### src/rtl/rita_pkg.sv
package rita_pkg;

    localparam int VALUE_WIDTH_DEF = 32;
    localparam int IN_VALUE_W      = 32;
    localparam int RADIX_W         = 6;
    localparam int MODE_W          = 2;
    localparam int CHAR_W          = 8;
    localparam int REM_W           = 5;

    localparam logic [RADIX_W-1:0] RADIX_MIN = 6'd2;
    localparam logic [RADIX_W-1:0] RADIX_MAX = 6'd32;
    localparam logic [RADIX_W-1:0] RADIX_DEC = 6'd10;

    localparam logic [MODE_W-1:0] MODE_SIGNED = 2'd0;
    localparam logic [MODE_W-1:0] MODE_LOWER  = 2'd2;

    localparam logic [CHAR_W-1:0] ASCII_ZERO    = 8'd48;
    localparam logic [CHAR_W-1:0] ASCII_MINUS   = 8'd45;
    localparam logic [CHAR_W-1:0] ASCII_UPPER_A = 8'd65;
    localparam logic [CHAR_W-1:0] LOWER_OFFSET  = 8'd32;
    localparam logic [CHAR_W-1:0] ERR_CHAR      = 8'd0;
    localparam logic [REM_W-1:0]  DIGIT_TEN     = 5'd10;

    typedef enum logic [2:0] {
        S_IDLE,
        S_CHECK,
        S_DIV,
        S_SIGN,
        S_FETCH,
        S_PUSH,
        S_ERR
    } t_state;

    function automatic logic [CHAR_W-1:0] digit_char(input logic [REM_W-1:0] d,
                                                      input logic lower);
        logic [CHAR_W-1:0] c;
        if (d >= DIGIT_TEN) begin
            c = ASCII_UPPER_A + CHAR_W'(d) - CHAR_W'(DIGIT_TEN);
            if (lower) begin
                c = c + LOWER_OFFSET;
            end
        end else begin
            c = ASCII_ZERO + CHAR_W'(d);
        end
        return c;
    endfunction

endpackage

### src/rtl/rita_if.sv
interface rita_in_if import rita_pkg::*; ();
    logic                  valid;
    logic                  ready;
    logic [IN_VALUE_W-1:0] value;
    logic [RADIX_W-1:0]    radix;
    logic [MODE_W-1:0]     mode;

    modport source (output valid, output value, output radix, output mode, input ready);
    modport sink   (input valid, input value, input radix, input mode, output ready);
endinterface

interface rita_out_if import rita_pkg::*; ();
    logic              valid;
    logic              ready;
    logic [CHAR_W-1:0] character;
    logic              last;
    logic              error;

    modport source (output valid, output character, output last, output error, input ready);
    modport sink   (input valid, input character, input last, input error, output ready);
endinterface

### src/rtl/radix_integer_to_ascii.sv
// Each digit takes a check and then one divide step per quotient bit in the shared bit-serial
// divider; sign/zero handling then finishes, and each character goes out by a memory read and a load.
// Worst case is 32 binary digits at VALUE_WIDTH=32.
// One request at a time; the next is taken once the final character is loaded.
// A bad radix gives one error character: the error state loads it into the output register once free.
// Reset (i_rst_n low, synchronous) idles the sequencer and empties the output register.
module radix_integer_to_ascii import rita_pkg::*; #(
    parameter int VALUE_WIDTH = VALUE_WIDTH_DEF
) (
    input  logic        i_clk,
    input  logic        i_rst_n,
    rita_in_if.sink     i_req,
    rita_out_if.source  o_rsp
);

    localparam int DEPTH = VALUE_WIDTH + 1;
    localparam int AW    = $clog2(DEPTH);
    localparam int CW    = $clog2(VALUE_WIDTH + 2);
    localparam int BW    = $clog2(VALUE_WIDTH);

    t_state r_state, n_state;

    logic [VALUE_WIDTH-1:0] r_quot, n_quot;
    logic [REM_W-1:0]       r_rem, n_rem;
    logic [BW-1:0]          r_bit, n_bit;
    logic [CW-1:0]          r_cnt, n_cnt;
    logic [AW-1:0]          r_ptr, n_ptr;
    logic [RADIX_W-1:0]     r_base, n_base;
    logic                   r_lower, n_lower;
    logic                   r_neg, n_neg;

    logic                   r_out_valid, n_out_valid;
    logic [CHAR_W-1:0]      r_out_char, n_out_char;
    logic                   r_out_last, n_out_last;
    logic                   r_out_err, n_out_err;

    logic [CHAR_W-1:0]      r_mem [DEPTH];
    logic [CHAR_W-1:0]      r_mem_q;
    logic                   w_we;
    logic [CHAR_W-1:0]      w_wdata;

    logic [63:0]            w_wide;
    logic [VALUE_WIDTH-1:0] w_val;
    logic [VALUE_WIDTH-1:0] w_mag;
    logic                   w_in_neg;
    logic                   w_bad_radix;
    logic [RADIX_W-1:0]     w_rem_sh;
    logic [RADIX_W-1:0]     w_rem_diff;
    logic                   w_ge;
    logic [REM_W-1:0]       w_rem_nx;
    logic [CW-1:0]          w_total;
    logic [CW-1:0]          w_last_idx;
    logic                   w_out_free;

    assign w_wide      = {{(64 - IN_VALUE_W){1'b0}}, i_req.value};
    assign w_val       = w_wide[VALUE_WIDTH-1:0];
    assign w_in_neg    = (i_req.mode == MODE_SIGNED) && w_val[VALUE_WIDTH-1];
    assign w_mag       = w_in_neg ? (~w_val + VALUE_WIDTH'(1)) : w_val;
    assign w_bad_radix = (i_req.radix < RADIX_MIN) || (i_req.radix > RADIX_MAX);

    // restoring division step, one quotient bit per cycle
    assign w_rem_sh   = {r_rem, r_quot[VALUE_WIDTH-1]};
    assign w_ge       = (w_rem_sh >= r_base);
    assign w_rem_diff = w_rem_sh - r_base;
    assign w_rem_nx   = w_ge ? w_rem_diff[REM_W-1:0] : w_rem_sh[REM_W-1:0];

    assign w_total    = r_cnt + {{(CW-1){1'b0}}, r_neg};
    assign w_last_idx = w_total - CW'(1);
    assign w_out_free = !r_out_valid || o_rsp.ready;

    assign i_req.ready     = (r_state == S_IDLE);
    assign o_rsp.valid     = r_out_valid;
    assign o_rsp.character = r_out_char;
    assign o_rsp.last      = r_out_last;
    assign o_rsp.error     = r_out_err;

    always_ff @(posedge i_clk) begin
        if (!i_rst_n) begin
            r_state <= S_IDLE;
        end else begin
            r_state <= n_state;
        end
    end

    always_ff @(posedge i_clk) begin
        if (!i_rst_n) begin
            r_out_valid <= 1'b0;
            r_cnt       <= '0;
        end else begin
            r_out_valid <= n_out_valid;
            r_cnt       <= n_cnt;
        end
        r_quot     <= n_quot;
        r_rem      <= n_rem;
        r_bit      <= n_bit;
        r_ptr      <= n_ptr;
        r_base     <= n_base;
        r_lower    <= n_lower;
        r_neg      <= n_neg;
        r_out_char <= n_out_char;
        r_out_last <= n_out_last;
        r_out_err  <= n_out_err;
    end

    // digit store: one write port, one registered read port
    always_ff @(posedge i_clk) begin
        if (w_we) begin
            r_mem[r_cnt[AW-1:0]] <= w_wdata;
        end
        r_mem_q <= r_mem[r_ptr];
    end

    always_comb begin
        n_state     = r_state;
        n_quot      = r_quot;
        n_rem       = r_rem;
        n_bit       = r_bit;
        n_cnt       = r_cnt;
        n_ptr       = r_ptr;
        n_base      = r_base;
        n_lower     = r_lower;
        n_neg       = r_neg;
        n_out_valid = r_out_valid && !o_rsp.ready;
        n_out_char  = r_out_char;
        n_out_last  = r_out_last;
        n_out_err   = r_out_err;
        w_we        = 1'b0;
        w_wdata     = ASCII_ZERO;

        unique case (r_state)
            S_IDLE: begin
                if (i_req.valid) begin
                    if (w_bad_radix) begin
                        n_state = S_ERR;
                    end else begin
                        n_quot  = w_mag;
                        n_base  = i_req.radix;
                        n_lower = (i_req.mode >= MODE_LOWER);
                        n_neg   = w_in_neg && (i_req.radix == RADIX_DEC);
                        n_cnt   = '0;
                        n_state = S_CHECK;
                    end
                end
            end
            S_CHECK: begin
                if (r_quot == '0) begin
                    if (r_cnt == '0) begin
                        // zero value converts to a single '0'
                        w_we    = 1'b1;
                        w_wdata = ASCII_ZERO;
                        n_cnt   = CW'(1);
                    end
                    n_state = S_SIGN;
                end else begin
                    n_rem   = '0;
                    n_bit   = BW'(VALUE_WIDTH - 1);
                    n_state = S_DIV;
                end
            end
            S_DIV: begin
                n_rem  = w_rem_nx;
                n_quot = {r_quot[VALUE_WIDTH-2:0], w_ge};
                n_bit  = r_bit - BW'(1);
                if (r_bit == '0) begin
                    w_we    = 1'b1;
                    w_wdata = digit_char(w_rem_nx, r_lower);
                    n_cnt   = r_cnt + CW'(1);
                    n_state = S_CHECK;
                end
            end
            S_SIGN: begin
                if (r_neg) begin
                    w_we    = 1'b1;
                    w_wdata = ASCII_MINUS;
                end
                n_cnt   = w_total;
                n_ptr   = w_last_idx[AW-1:0];
                n_state = S_FETCH;
            end
            S_FETCH: begin
                n_state = S_PUSH;
            end
            S_PUSH: begin
                if (w_out_free) begin
                    n_out_valid = 1'b1;
                    n_out_char  = r_mem_q;
                    n_out_last  = (r_ptr == '0);
                    n_out_err   = 1'b0;
                    if (r_ptr == '0) begin
                        n_state = S_IDLE;
                    end else begin
                        n_ptr   = r_ptr - AW'(1);
                        n_state = S_FETCH;
                    end
                end
            end
            S_ERR: begin
                if (w_out_free) begin
                    n_out_valid = 1'b1;
                    n_out_char  = ERR_CHAR;
                    n_out_last  = 1'b1;
                    n_out_err   = 1'b1;
                    n_cnt       = '0;
                    n_state     = S_IDLE;
                end
            end
            default: begin
                n_state = S_IDLE;
            end
        endcase
    end

endmodule

### src/flat_wrapper.sv
// flat-port wrapper written by rule: the top's interface ports become plain ports
module radix_integer_to_ascii_flat import rita_pkg::*;
#(
    parameter int VALUE_WIDTH = VALUE_WIDTH_DEF
)
  (i_clk, i_rst_n, i_req_valid, i_req_value, i_req_radix, i_req_mode, i_req_ready, o_rsp_valid, o_rsp_character, o_rsp_last, o_rsp_error, o_rsp_ready);
  rita_in_if i_req_i ();
  rita_out_if o_rsp_i ();
  input  logic i_clk;
  input  logic i_rst_n;
  input wire logic [$bits(i_req_i.valid)-1:0] i_req_valid;
  input wire logic [$bits(i_req_i.value)-1:0] i_req_value;
  input wire logic [$bits(i_req_i.radix)-1:0] i_req_radix;
  input wire logic [$bits(i_req_i.mode)-1:0] i_req_mode;
  output wire logic [$bits(i_req_i.ready)-1:0] i_req_ready;
  output wire logic [$bits(o_rsp_i.valid)-1:0] o_rsp_valid;
  output wire logic [$bits(o_rsp_i.character)-1:0] o_rsp_character;
  output wire logic [$bits(o_rsp_i.last)-1:0] o_rsp_last;
  output wire logic [$bits(o_rsp_i.error)-1:0] o_rsp_error;
  input wire logic [$bits(o_rsp_i.ready)-1:0] o_rsp_ready;
  assign i_req_i.valid = i_req_valid;
  assign i_req_i.value = i_req_value;
  assign i_req_i.radix = i_req_radix;
  assign i_req_i.mode = i_req_mode;
  assign i_req_ready = i_req_i.ready;
  assign o_rsp_valid = o_rsp_i.valid;
  assign o_rsp_character = o_rsp_i.character;
  assign o_rsp_last = o_rsp_i.last;
  assign o_rsp_error = o_rsp_i.error;
  assign o_rsp_i.ready = o_rsp_ready;
  radix_integer_to_ascii #(.VALUE_WIDTH(VALUE_WIDTH)) u_core (.i_clk(i_clk), .i_rst_n(i_rst_n), .i_req(i_req_i), .o_rsp(o_rsp_i));
endmodule
### config.mk
export PLATFORM = sky130hd
export DESIGN_NAME = radix_integer_to_ascii_flat
export DESIGN_NICKNAME = d
export VERILOG_FILES = /design/src/rtl/rita_pkg.sv /design/src/rtl/rita_if.sv /design/src/rtl/radix_integer_to_ascii.sv /design/src/flat_wrapper.sv
export SDC_FILE = /design/constraint.sdc
export NUM_CORES = 1
export LEC_CHECK = 0
export ABC_AREA = 1
export BUFFER_PORTS_ARGS = -buffer_cell sky130_fd_sc_hd__buf_2
export CORE_UTILIZATION = 40
export DETAILED_ROUTE_END_ITERATION = 10
export HOLD_SLACK_MARGIN = 0.08
export PLACE_DENSITY = 0.66
export REMOVE_ABC_BUFFERS = 1
export SKIP_CTS_REPAIR_TIMING = 1
export SLEW_MARGIN = 20
export SYNTH_ARGS = -nofsm -noshare
export SYNTH_HDL_FRONTEND = slang
export SYNTH_SLANG_ARGS = --single-unit
### constraint.sdc
create_clock -name i_clk -period 3.7 [get_ports i_clk]
set_clock_uncertainty 0.15 [all_clocks]
set_input_delay 0.185 -clock i_clk [delete_from_list [all_inputs] [get_ports i_clk]]
set_output_delay 0.185 -clock i_clk [all_outputs]
set_load 0.02 [all_outputs]
==> results of run 1 <==
[power by group through the flow]
stage | clock (mW) | combinational (mW) | sequential (mW)
global route | 3.57 | 3.11 | 4.98
CTS | 3.40 | 2.74 | 4.95
detailed placement | 0 | 2.73 | 5.03
global placement | 0 | 2.67 | 5.02
floorplan | 0 | 1.69 | 5.05
finish | 3.35 | 2.79 | 4.95
[final timing paths]
check	from	end	slack [ns]	cells after the start
max	u_core.r_quot[31]	u_core.r_mem[11][3]	0.32	17
min	i_req_value[23]	u_core.r_quot[23]	0.004	4
min reg2reg	u_core.r_mem[32][2]	u_core.r_mem_q[2]	0.32	2
max reg2reg	u_core.r_quot[31]	u_core.r_mem[11][3]	0.32	17
[area by class of cell]
class | count | area share [%]
clock buffers | 51 | 5.325
clock inverters | 12 | 0.5386
inverters | 110 | 2.250
multi-input cells | 937 | 26.09
flip-flops and latches | 348 | 55.96
well taps | 518 | 3.532
repair buffers | 155 | 6.300
[state kept, by name (all words and copies together) (netlist names)]
register and cells:
u_core.o_rsp.error 1, u_core.r_lower 1, u_core.r_rem 5, u_core.o_rsp.valid 1, u_core.r_mem 264, u_core.o_rsp.last 1
u_core.r_mem_q 8, u_core.r_quot 32, u_core.o_rsp.character 8, u_core.r_cnt 6, u_core.r_neg 1, u_core.r_base 6
u_core.r_ptr 6, u_core.r_bit 5, u_core.r_state 3
[cell usage after synthesis (2+ instances only)]
library cell  instances  area share [%]
buf_2                18            0.57
nand4_4               3            0.41
clkbuf_1             40            0.95
nand2_1             231             5.5
dfxtp_1              18             2.3
inv_1                98             2.3
nand3b_1              6            0.29
nor3_1                6            0.19
nor2_4                3            0.21
ha_1                 14             1.1
clkinv_1              2           0.048
o22ai_1              25            0.99
a31oi_1               2           0.079
xnor2_1               7            0.39
nand3_1              92             2.9
o21ai_0             162             5.1
buf_4                 6            0.29
nor2_1              227             5.4
buf_6                 2            0.14
o21ai_1              12            0.38
nor4_1                3            0.12
a21oi_1              20            0.64
nand2_2               7            0.28
a21oi_2               2            0.11
o31ai_1               2           0.095
nor3_4                2            0.21
nand4_1              27             1.1
xor2_1               21             1.2
o211ai_1              5            0.24
nor2_2                5            0.20
inv_2                10            0.24
or2_2                 5            0.20
edfxtp_1            330              63
o221ai_1             33             1.8
[routing by layer]
metal	wire, um	global-route usage [%]
met1	16250	24.75
met2	18680	32.25
met3	2248	2.484
met4	1158	6.788
met5	0	0
[metrics by stage]
stage | power (mW) | cell area [um^2]
global route | 11.66 | 18350
floorplan | 6.739 | 15430
global placement | 7.690 | 16840
CTS | 11.09 | 17920
finish | 11.09 | 18350
detailed placement | 7.756 | 16840
[logic make-up after synthesis]
logic type | after synthesis | synth area share (%)
buffers and inverters | 178 | 4.631
AOI/OAI and AO/OA | 270 | 9.922
xor gates and xnor gates | 28 | 1.557
DFF | 348 | 65.20
and+or+nand+nor | 624 | 17.45
adders and majority gates | 15 | 1.239
[worst register-to-register path: cells and delay by family, from the launching register on]
family / cells / cell delay [ns]
buffers and inverters: 6 / 1.25
adder cells (fa/ha/maj): 2 / 0.52
AND/OR/NAND/NOR: 9 / 0.72
flip-flops: 1 / 0.38
[cell usage in the layout (no fill, tap or decap), drive strengths merged, types with 2 or more instances in the layout]
cell type	instances
edfxtp	330
nand2	239
nor2	235
o21ai	175
buf	113
inv	109
nand3	94
clkbuf	51
dlygate4sd3	42
o221ai	33
nand4	30
o22ai	25
a21oi	22
xor2	21
dfxtp	18
ha	14
clkinv	11
nor3	9
xnor2	7
nand3b	6
or2	6
o211ai	5
nor4	3
a21boi	2
a31oi	2
o31ai	2
==> flow_metrics.tcl, run 1 <==
set metrics [dict create \
    status "complete, no violations" \
    grt_pass1_wl_um 60090 \
    yosys.cell_types.count 51 \
    die_x_um 200.4 \
    drive_gt1_share_pct 13.02 \
    postRouteAntennaNets 0 \
    yosysWarnings 0 \
    rsz0062_at_grt "false" \
    finalNetCount 1647 \
    max_freq_mhz 295.8 \
    cts_inserted_buffers 36 \
    vias 11310 \
    maxCapViolations 0 \
    powerDensity_nw_per_um2 604.4 \
    post-route-period-util_pct 91.37 \
    multi_input_area_um2 4788 \
    clock-sinks 348 \
    std_cell_rows 72 \
    portBuffers 55 \
    critPathLaunchType "register" \
    async_flop_share_pct 0 \
    finalCriticalPeriod_ns 3.381 \
    cts_tree "built" \
    syn_avg_cell_area_um2 10.77 \
    cpPeakStageDelay_ns 0.74 \
    endpoint_kind "register" \
    cp.arrival_ns 3.40 \
    clk-insertion-delay-late_ns 0.52 \
    p_leak_nw 6.416 \
    syn_inst 1463 \
    ir_worst_vdd_v 0.0003373 \
    instances_no_fill 2131 \
    whs_ns 0.003992 \
    initial_utilization_pct 40.66 \
    p_sw_mw 3.475 \
    drcViolationCount 0 \
    clkPwrFrac_pct 30.2 \
    maxSlewHeadroom_pct 30.99 \
    wirelength_um 38340 \
    clockBufferDepth 3 \
    h-tree-depth 2 \
    combPwrFrac_pct 25.2 \
    synth-edff-count 330 \
    diodes 0 \
    core-area_um2 38740 \
    ys.flop_type "edfxtp_1" \
    tightest_slew_ns 1.034 \
    ys_seq_elements 348 \
    path_delay_family "buffers and inverters" \
    clkTransAtPathRegs_ns 0.06 \
    internal_power_mw 7.616 \
    gr-total-overflow 0 \
    path_cells "inv_1, ha_1, inv_1, fa_1, inv_1, nand2_1, nand2_2, nand3_4, buf_4, nand2_1, nand2_1, buf_4, nand2_2, nand3_1, nand3_1, nand2_1, inv_1" \
    tns_ns 0 \
    routedWlPerCell_um 17.99 \
    worstPathRequired_ns 3.72 \
    ys_seq_area_share_pct 65.20 \
    viasPerCell 5.309 \
    die_y_um 200.4 \
    dieArea_um2 40170 \
    grtUsageTotal_pct 18.92 \
    cpMaxStageDelayCell "inv_1" \
    ios 56 \
    hold_viol 0 \
    syn_to_final_growth_pct 16.52 \
    placed_cells 2026 \
    drt_first_pass_iters 5 \
    cts-root-buf "clkbuf_16" \
    grt_max_degree 128 \
    place_congestion 0.8891 \
    maxSlewViolCount 0 \
    synth_area_um2 15750 \
    dpl.hpwl_um 24340 \
    cp_max_fo 33 \
    fin_util_pct 47.37 \
    critPathKind "register to register" \
    worst_hold_path_type "primary input to register" \
    seqCellArea_um2 10270 \
    antenna_found_initial 0 \
    finalSetupViolations 0 \
    initialDrtViolationCount 872 \
    p_sw_share_pct 31.33 \
    setup_ws_ns 0.3195 \
    post-place-ws_ns -0.04197 \
    fill_cells 3540 \
    cp.buffers_inverters 6 \
    p_seq_share_pct 44.6 \
    grt_pass1_vias 11030 \
]
No activity file was read; power rests on OpenSTA's default activity.
==> inputs of run 2 (changes only) <==
- REMOVE_ABC_BUFFERS: 1 -> not set
==> run 2 against run 1 <==
Combinational power is 2% lower. Register-to-register slack worse by 0.05 ns. Non-clock buffer count is 2 higher. Routed wire length is 1.1% higher. Sequential share of layout area is 0.26 points lower. Critical path depth is 1 lower. First-iteration DRC count is 8.8% higher. Die area stayed put. Total power hardly changed.
==> flow_metrics.tcl, run 2 (synthesis results as in run 1) <==
set metrics [dict create \
    syn_to_final_growth_pct 17.06 \
    die_y_um 200.4 \
    grt_max_degree 137 \
    layout_common_cells "edfxtp_1 (330), nand2_1 (231), nor2_1 (223)" \
    whs_path_depth 5 \
    cp_max_fo 33 \
    whs_ns 0.04177 \
    synthesis.nets 1522 \
    critPathLaunchType "register" \
    cpPeakStageDelay_ns 0.57 \
    finalSetupViolations 0 \
    postRouteAntennaNets 0 \
    worstPathRequired_ns 3.76 \
    maxSlewViolCount 0 \
    powerDensity_nw_per_um2 601.1 \
    endpoint_kind "register" \
    hold_viol 0 \
    finalCriticalPeriod_ns 3.427 \
    clkPwrFrac_pct 30.8 \
    hp-start "i_req_value[28]" \
    grt_pass1_wl_um 59910 \
    largest_register_ffs 264 \
    core-area_um2 38740 \
    viasPerCell 5.331 \
    portBuffers 55 \
    path_depth 16 \
    dpl.hpwl_um 23610 \
    grtUsageTotal_pct 18.87 \
    clockBufferDepth 3 \
    ff2ff_path_depth 16 \
    h-tree-depth 2 \
    fin_util_pct 47.60 \
    wirelength_um 38750 \
    maxCapViolations 0 \
    grt_pass1_vias 10960 \
    internal_power_mw 7.603 \
    min_to "u_core.r_quot[28]" \
    cp.arrival_ns 3.49 \
    cts_inserted_buffers 36 \
    std_cell_rows 72 \
    post-route-period-util_pct 92.62 \
    r2r-end "u_core.r_mem[32][7]" \
    place_congestion 0.8906 \
    initialDrtViolationCount 949 \
    die_x_um 200.4 \
    cts-root-buf "clkbuf_16" \
    cpMaxStageDelayCell "nor2_4" \
    routedWlPerCell_um 18.16 \
    clk-insertion-delay-late_ns 0.53 \
    combPwrFrac_pct 24.6 \
    worst_hold_path_type "primary input to register" \
    cts_tree "built" \
    ir_worst_vdd_v 0.0004179 \
    path_delay_family "simple AND/OR/NAND/NOR gates" \
    antenna_found_initial 0 \
    status "complete, no violations" \
    final_common_cell "edfxtp_1" \
    maxSlewHeadroom_pct 47.99 \
    vias 11380 \
    r2r_start "u_core.r_quot[31]" \
    drive_gt1_share_pct 13.37 \
    p_leak_nw 6.450 \
    path_cells "inv_1, ha_1, inv_1, fa_1, inv_1, nand2_1, nand2_2, nand3_4, nand2_1, nand2_1, nor2_2, nand2_1, a21oi_2, ha_1, nand2_1, nor2_4" \
    cp.buffers_inverters 3 \
    reg2reg_slack_ns 0.27 \
    gr-total-overflow 0 \
    tightest_slew_ns 0.7773 \
    p_sw_mw 3.479 \
    initial_utilization_pct 40.66 \
    clock-sinks 348 \
    clkTransAtPathRegs_ns 0.06 \
    tns_ns 0 \
    finalNetCount 1650 \
    p_sw_share_pct 31.40 \
    p_seq_share_pct 44.6 \
    drcViolationCount 0 \
    critPathKind "register to register" \
    dieArea_um2 40170 \
    crit_top_cell "nand2_1" \
    drt_first_pass_iters 7 \
    max_freq_mhz 291.8 \
    ios 56 \
    diodes 0 \
    rsz0062_at_grt "false" \
]
run 2: cell count changes in the layout (fill, tap and decap cells not counted), sizes merged:
cell      previous run  this run
nor2               235       236
buf                113       115
bufinv               1         2
clkinvlp             1         2
clkinv              11        17
clkbuf              51        43
run 2: cell type report:
cell class / count / area (um^2)
well taps: 518 / 648.1
clock inverters: 20 / 148.9
fillers: 3489 / 20300
clock buffers: 43 / 948.4
multi-input cells: 938 / 4810
flip-flops and latches: 348 / 10270
inverters: 110 / 416.7
repair buffers: 157 / 1196
run 2: how the worst max path moves through the flow:
| stage | startpoint | endpoint |
|---|---|---|
| floorplan | u_core.r_quot[31] | u_core.r_mem[0][6] |
| global placement | u_core.r_quot[31] | u_core.r_mem[1][6] |
| detailed placement | u_core.r_quot[31] | u_core.r_mem[15][6] |
| CTS | u_core.r_quot[31] | u_core.r_mem[32][6] |
| global route | u_core.r_quot[31] | u_core.r_mem[32][7] |
| finish | u_core.r_quot[31] | u_core.r_mem[32][7] |
run 2: worst reg2reg max path, cell delays in order (launching register included):
cell and delay [ns]:
edfxtp_1 0.39, inv_1 0.09, ha_1 0.14, inv_1 0.06, fa_1 0.39, inv_1 0.08
nand2_1 0.06, nand2_2 0.14, nand3_4 0.09, nand2_1 0.07, nand2_1 0.07, nor2_2 0.15
nand2_1 0.12, a21oi_2 0.28, ha_1 0.19, nand2_1 0.08, nor2_4 0.57
run 2: power by group through the flow:
| stage | sequential [mW] | clock, mW | combinational [mW] |
|---|---|---|---|
| after floorplan | 4.98 | 0 | 1.82 |
| after global placement | 5.01 | 0 | 2.57 |
| after detailed placement | 5.02 | 0 | 2.64 |
| after CTS | 4.94 | 3.46 | 2.65 |
| after global routing | 4.97 | 3.61 | 3.07 |
| final | 4.94 | 3.41 | 2.73 |
run 2: routing by layer:
metal,up-vias,track usage [%],part of all wire (%)
li1,5424,-,-
met1,5516,25.11,43
met5,-,0,0
met3,77,2.679,5.4
met4,0,5.316,2.4
met2,359,32.19,49
run 2: through the flow:
step | std cells | worst slack [ns] | power (mW) | area [um^2]
after floorplan | 1463 | 0.1311 | 6.801 | 15750
after global placement | 2028 | -0.002845 | 7.580 | 16880
after detailed placement | 2028 | -0.1663 | 7.657 | 16880
after CTS | 2091 | -0.1770 | 11.05 | 17980
after global routing | 2134 | 0.02032 | 11.65 | 18440
final | 2134 | 0.2731 | 11.08 | 18440
